--- src/hdl/sdsp_pkg.sv ---
`timescale 1ns / 1ps
`default_nettype none
// ----------------------------------------------------------------------------
// sdsp_pkg
// Types and constants shared by the signed decimal string parser.
// ----------------------------------------------------------------------------
package sdsp_pkg;

    typedef struct packed {
        logic        seen_digit;
        logic        is_negative;
        logic [31:0] magnitude;
        logic        number_ended;
        logic        error_seen;
        logic        overflow_seen;
    } t_state;

    localparam t_state STATE_CLEAR = '0;

    localparam logic [1:0] ST_OK        = 2'd0;
    localparam logic [1:0] ST_NO_DIGITS = 2'd1;
    localparam logic [1:0] ST_INVALID   = 2'd2;
    localparam logic [1:0] ST_OVERFLOW  = 2'd3;

    localparam logic [7:0] CHAR_TAB   = 8'd9;
    localparam logic [7:0] CHAR_LF    = 8'd10;
    localparam logic [7:0] CHAR_FF    = 8'd12;
    localparam logic [7:0] CHAR_CR    = 8'd13;
    localparam logic [7:0] CHAR_SPACE = 8'd32;
    localparam logic [7:0] CHAR_MINUS = 8'd45;
    localparam logic [7:0] CHAR_ZERO  = 8'd48;
    localparam logic [7:0] CHAR_NINE  = 8'd57;

    localparam logic [31:0] POS_LIMIT = 32'h7FFF_FFFF;
    localparam logic [31:0] NEG_LIMIT = 32'h8000_0000;

endpackage : sdsp_pkg
`default_nettype wire

--- src/hdl/sdsp_step.sv ---
`timescale 1ns / 1ps
`default_nettype none
// ----------------------------------------------------------------------------
// sdsp_step
// Parser state update for one character, and the result for a final one.
// ----------------------------------------------------------------------------
module sdsp_step (
    input  wire logic [7:0]          i_char_code,
    input  wire logic                i_is_last,
    input  wire sdsp_pkg::t_state    i_state,
    output sdsp_pkg::t_state         o_state,
    output logic signed [31:0]       o_value,
    output logic [1:0]               o_status
);
    import sdsp_pkg::*;

    logic        w_is_digit;
    logic        w_is_space;
    logic [3:0]  w_digit_off;
    logic [31:0] w_limit;
    logic [35:0] w_next_mag;
    t_state      w_upd;

    always_comb begin
        w_is_digit  = (i_char_code >= CHAR_ZERO) && (i_char_code <= CHAR_NINE);
        w_is_space  = (i_char_code == CHAR_TAB) || (i_char_code == CHAR_LF) ||
                      (i_char_code == CHAR_FF) || (i_char_code == CHAR_CR) ||
                      (i_char_code == CHAR_SPACE);
        w_digit_off = i_char_code[3:0];
        w_limit     = i_state.is_negative ? NEG_LIMIT : POS_LIMIT;
        w_next_mag  = {1'b0, i_state.magnitude, 3'b000} +
                      {3'b000, i_state.magnitude, 1'b0} +
                      {32'd0, w_digit_off};

        w_upd = i_state;
        if (!i_state.number_ended && !i_state.error_seen) begin
            if (w_is_digit) begin
                w_upd.seen_digit = 1'b1;
                if (w_next_mag > {4'd0, w_limit}) begin
                    w_upd.magnitude     = w_limit;
                    w_upd.overflow_seen = 1'b1;
                end else begin
                    w_upd.magnitude = w_next_mag[31:0];
                end
            end else if (i_state.seen_digit) begin
                w_upd.number_ended = 1'b1;
            end else if (w_is_space) begin
                w_upd.number_ended = i_state.number_ended;
            end else if (i_char_code == CHAR_MINUS) begin
                w_upd.is_negative = 1'b1;
            end else begin
                w_upd.error_seen = 1'b1;
            end
        end

        o_value = '0;
        if (w_upd.error_seen) begin
            o_status = ST_INVALID;
        end else if (!w_upd.seen_digit) begin
            o_status = ST_NO_DIGITS;
        end else begin
            o_value  = w_upd.is_negative ? signed'(~w_upd.magnitude + 32'd1)
                                         : signed'(w_upd.magnitude);
            o_status = w_upd.overflow_seen ? ST_OVERFLOW : ST_OK;
        end

        o_state = i_is_last ? STATE_CLEAR : w_upd;
    end

endmodule : sdsp_step
`default_nettype wire

--- src/hdl/signed_decimal_string_parser.sv ---
`timescale 1ns / 1ps
`default_nettype none
// ----------------------------------------------------------------------------
// signed_decimal_string_parser
// Streaming atoi: one ASCII character per word, a signed 32-bit value and a
// status word on the final character of each string.
// ----------------------------------------------------------------------------
// Takes one character every clock cycle while o_in_stall is low, with no
// bubbles between strings. A character is registered, then the parse state
// (sign, 32-bit magnitude and flags) is updated from it by one
// multiply-by-ten-and-add with a saturation compare; that state register
// loop sets the rate of one word per cycle. The result for a string is
// registered in an output register and held there while the downstream
// side stalls; the input stalls only when a final character must wait for
// that register to empty.
// ----------------------------------------------------------------------------
module signed_decimal_string_parser (
    input  wire logic               i_clk,
    input  wire logic               i_rst_n,
    input  wire logic               i_in_valid,
    output logic                    o_in_stall,
    input  wire logic [7:0]         i_char_code,
    input  wire logic               i_is_last,
    output logic                    o_out_valid,
    input  wire logic               i_out_stall,
    output logic signed [31:0]      o_value,
    output logic [1:0]              o_status
);
    import sdsp_pkg::*;

    logic               r_in_valid;
    logic [7:0]         r_in_char;
    logic               r_in_last;
    t_state             r_state;
    logic               r_out_valid;
    logic signed [31:0] r_value;
    logic [1:0]         r_status;

    t_state             n_state;
    logic signed [31:0] n_value;
    logic [1:0]         n_status;
    logic               w_out_free;
    logic               w_advance;
    logic               w_accept;

    sdsp_step u_step (
        .i_char_code (r_in_char),
        .i_is_last   (r_in_last),
        .i_state     (r_state),
        .o_state     (n_state),
        .o_value     (n_value),
        .o_status    (n_status)
    );

    assign w_out_free = !r_out_valid || !i_out_stall;
    assign w_advance  = r_in_valid && (!r_in_last || w_out_free);
    assign o_in_stall = r_in_valid && !w_advance;
    assign w_accept   = i_in_valid && !o_in_stall;

    always_ff @(posedge i_clk) begin
        if (!i_rst_n) begin
            r_in_valid  <= 1'b0;
            r_state     <= STATE_CLEAR;
            r_out_valid <= 1'b0;
        end else begin
            if (w_accept) begin
                r_in_valid <= 1'b1;
            end else if (w_advance) begin
                r_in_valid <= 1'b0;
            end

            if (w_advance) begin
                r_state <= n_state;
            end

            if (w_advance && r_in_last) begin
                r_out_valid <= 1'b1;
            end else if (!i_out_stall) begin
                r_out_valid <= 1'b0;
            end
        end
    end

    always_ff @(posedge i_clk) begin
        if (w_accept) begin
            r_in_char <= i_char_code;
            r_in_last <= i_is_last;
        end
        if (w_advance && r_in_last) begin
            r_value  <= n_value;
            r_status <= n_status;
        end
    end

    assign o_out_valid = r_out_valid;
    assign o_value     = r_value;
    assign o_status    = r_status;

endmodule : signed_decimal_string_parser
`default_nettype wire

--- config.mk ---
export PLATFORM = sky130hd
export DESIGN_NAME = signed_decimal_string_parser
export DESIGN_NICKNAME = d
export VERILOG_FILES = /design/src/hdl/sdsp_pkg.sv /design/src/hdl/sdsp_step.sv /design/src/hdl/signed_decimal_string_parser.sv
export SDC_FILE = /design/constraint.sdc
export NUM_CORES = 1
export LEC_CHECK = 0
export ABC_AREA = 1
export BUFFER_PORTS_ARGS = -buffer_cell sky130_fd_sc_hd__buf_2
export CORE_AREA = 2 2 133 135
export DETAILED_ROUTE_END_ITERATION = 8
export DIE_AREA = 0 0 135 137
export PLACE_DENSITY_LB_ADDON = 0.05
export SYNTH_ARGS = -nofsm -noshare
export SYNTH_HDL_FRONTEND = slang
export SYNTH_HIERARCHICAL = 1
export SYNTH_SLANG_ARGS = --single-unit
--- constraint.sdc ---
create_clock -name i_clk -period 5.88 [get_ports i_clk]
set_clock_uncertainty 0.1 [all_clocks]
set_input_delay 0 -clock i_clk [delete_from_list [all_inputs] [get_ports i_clk]]
set_output_delay 0 -clock i_clk [all_outputs]
set_load 0.1 [all_outputs]
==> summary.txt <==
Power
  • Final Power: 1.87 mW
  • P_leak: 4.95 nW
  • Clock Power Share: 0.328
  • Switch share: 0.361
  • Power share of the sequential group: 0.352
  • Peak supply drop: 151 uV
  • Psw: 0.676 mW
  • Internal: 1.20 mW
  • Power per cell area: 199 nW/um^2
  • Share of total power in combinational logic: 0.320

Timing
  • Worst slew margin: 0.393
  • Final Hold Slack: 0.151 ns
  • Slew Limit Fails: 0
  • Fmax: 182 MHz
  • Worst-margin pin slew: 0.907 ns
  • Period utilization: 0.936
  • Setup TNS: 0 ns
  • Hold Fails Final Rpt: 0
  • Min Tclk post-route: 5.50 ns
  • Final Setup Violations: 0

Drt
  • Vias: 8269
  • DRT iter0 DRCs: 588
  • Drt total wl: 23.9 mm
  • DR DRC count: 0
  • Vias/cell: 5.22
  • DR WL/cell: 15.1 um
  • Final ANT Viol Nets: 0
  • TritonRoute pass-1 iters: 5

Critical path
  • Delay-heaviest family, CP: simple AND/OR/NAND/NOR gates
  • Crit-path slowest cell: fa_1
  • Buf/Inv on CP: 3
  • Slowest Stage Delay on Critical Path: 0.61 ns
  • Startpoint class of the critical path: flip-flop
  • Crit path DAT: 5.50 ns
  • FF-to-FF setup slack: 0.38 ns
  • Most common cell on crit path: nand2_1
  • Critical R2R Launch: r_in_char[3]$_DFFE_PP_
  • Reg2Reg Depth: 29
  • Critical path class: flip-flop to flip-flop
  • R2R Path End: o_value[25]$_DFFE_PP_
  • Worst Path Required: 5.88 ns
  • Crit. End Element: flip-flop
  • Worst Path Max Fanout: 12

Global routing
  • GRT Resource Usage Total: 0.261
  • Pin count of the biggest net entering global routing: 77
  • Initial antenna violation count: 0
  • Vias in the first global route: 7421
  • GRT Residual Overflow: 0
  • First-pass GRT wire length: 38.1 mm

Die
  • Ports: 49
  • Die height: 137 um
  • Die W: 135 um
  • Initial core utilization: 0.495
  • Core box area: 17100 um^2
  • DIE AREA: 18500 um^2
  • # rows: 48

Synth
  • Cell variety after synth: 45
  • Compound-gate portion of the synthesized area: 0.113
  • Post-Synth Adder-Cell Area: 0.147
  • Synth Register Bits: 82
  • Seq/Total Area, Yosys: 0.245
  • Post-Syn Area: 8440 um^2
  • Yosys warning count: 6
  • Largest family of logic cells by synthesized area: simple AND/OR/NAND/NOR gates
  • Synth Instances: 1300
  • Multiplexer share of the synthesized area: 0
  • Syn Area/Cell: 6.49 um^2
  • XOR/XNOR share of the synthesized area: 0.0280
  • Simple logic cell fraction of the synthesized area: 0.353
  • Post-Syn Nets: 1411

Layout
  • Final instance area: 9410 um^2
  • Share of cells above drive strength 1: 0.122
  • Total Nets Final: 1464
  • Layout area overhead: 11.4%
  • Footprint of the multi-input gates: 5500 um^2
  • Most frequent cells in the layout: 335 x nand2_1, 176 x nor2_1, 174 x inv_1, 115 x a21oi_1, 96 x ha_1
  • Sequential Area: 2070 um^2
  • Ant diodes: 0
  • Fillers: 1767
  • Commonest non-fill, non-tap cell in the layout: nand2_1

Min path
  • Hold-critical path endpoint: r_state[31]$_SDFFE_PN0P_
  • Hold Path Class: primary input to flip-flop
  • Hold Crit Depth: 3
  • Min-delay src: i_rst_n

Clock network
  • CTS Buffer Depth: 2
  • CTS tree: yes
  • Clock root buffer master: clkbuf_16
  • Clk sinks: 82
  • Num CTS Buffers: 9
  • Number of H-tree levels: 3
  • Clk_lat worst skew: 0.34 ns
  • CTS clock-pin slew for the worst setup and hold paths: 0.07 ns

Placed design
  • Post-DP Area: 8850 um^2
  • HPWL after DPL: 18.6 mm
  • Port bufs: 48
  • Final GP Congestion: 0.896

Flow run
  • Maximum capacitance violations: 0

Outcome
  • Outcome: finished, final reports clean
-- layout make-up --
| type | count | share of cell area |
|---|---|---|
| clock buffer | 9 | 0.0239 |
| clock inverter | 7 | 0.00984 |
| inverter | 188 | 0.0750 |
| multi-input combinational | 990 | 0.585 |
| sequential | 82 | 0.220 |
| tap | 225 | 0.0299 |
| timing repair buffer | 82 | 0.0559 |
-- sequential cells by signal (all words and copies together), names as in the netlist --
register / cells
o_out_valid: 1
o_status: 2
r_in_last: 1
r_in_char: 8
o_value: 32
r_state: 37
r_in_valid: 1
-- metal layers --
metal,GRT usage,share of wire,wire length [um],vias up
met5,0,0,0,-
met4,0.0608,0.016,391,0
met3,0.0274,0.035,843,24
met2,0.450,0.48,11500,199
met1,0.352,0.47,11200,3730
li1,-,-,-,4316
-- worst reg2reg max path: cells and delay by family (launching register included) --
kind	cells	cell delay [ns]
AO/OA/AOI/OAI	2	0.30
XOR/XNOR	1	0.24
adder cells (fa/ha/maj)	3	1.12
buffers and inverters	3	0.47
flip-flops	1	0.52
AND/OR/NAND/NOR	20	2.50
-- how the worst max path moves through the flow --
stage / end / slack, ns / startpoint / cells after the start
after floorplan: o_value[26]$_DFFE_PP_ / 0.88 / r_in_char[3]$_DFFE_PP_ / 36
after global placement: o_value[25]$_DFFE_PP_ / 0.006 / r_in_char[3]$_DFFE_PP_ / 34
after detailed placement: o_value[25]$_DFFE_PP_ / 0.004 / r_in_char[3]$_DFFE_PP_ / 34
after CTS: o_value[25]$_DFFE_PP_ / 0.03 / r_in_char[3]$_DFFE_PP_ / 34
after global routing: o_value[30]$_DFFE_PP_ / -0.0007 / r_in_char[3]$_DFFE_PP_ / 39
final: o_value[25]$_DFFE_PP_ / 0.38 / r_in_char[3]$_DFFE_PP_ / 29
-- power groups by stage --
| stage | clock network [mW] | logic, mW | registers [mW] |
|---|---|---|---|
| detailed placement | 0 | 0.571 | 0.673 |
| floorplan | 0 | 0.423 | 0.682 |
| global placement | 0 | 0.571 | 0.673 |
| finish | 0.613 | 0.600 | 0.659 |
| CTS | 0.624 | 0.580 | 0.660 |
| global route | 0.642 | 0.676 | 0.662 |
-- through the flow --
stage / worst slack, ns / util / instances
2_1_floorplan: 0.878 / - / 1300
3_3_place_gp: 0.00636 / 0.519 / 1549
3_5_place_dp: 0.00448 / 0.519 / 1549
4_1_cts: 0.0283 / 0.545 / 1577
5_1_grt: -0.000694 / 0.552 / 1583
6_report: 0.375 / 0.552 / 1583
-- synthesized netlist by cell type, drive strengths merged --
cell    instances  area [um^2]
fa              2         40.0
nand3          86          480
a211oi          1         7.51
o21ai          45          236
a31oi           2         12.5
and3            1         6.26
ha             96         1200
clkbuf         10         37.5
nand2         359         1400
nand4          28          175
o21bai          4         30.0
xnor2           6         52.6
or2             4         25.0
a21boi          2         15.0
o221ai          1         8.76
nor3           10         50.1
xor2           21          184
a31o            3         26.3
nor2          193          805
a21o            2         15.0
and2            1         6.26
inv           187          702
o211ai          2         15.0
buf            30          215
dfxtp          39          781
o31ai           2         15.0
nand3b          2         15.0
nor4            2         12.5
edfxtp         43         1290
a21oi         115          576
clkinv          1         3.75
-- timing repair --
| action | 4_1_cts | 5_1_grt |
|---|---|---|
| pin swaps | 0 | 4 |
| setup buffers | 0 | 6 |
| cloned | 0 | 0 |
| endpoints found under the hold margin | 11 | 0 |
| hold buffers | 12 | 0 |
| resized for setup | 1 | 15 |
| setup endpoints to repair | 1 | 26 |
-- cells by family (layout without fill, tap and decap cells) --
logic type / Yosys count / count (layout)
xor+xnor: 27 / 27
fa+ha+maj: 98 / 98
buf+inv: 228 / 286
simple gates: 686 / 686
compound gates: 179 / 179
flops: 82 / 82
No activity file was read; power rests on OpenSTA's default activity.
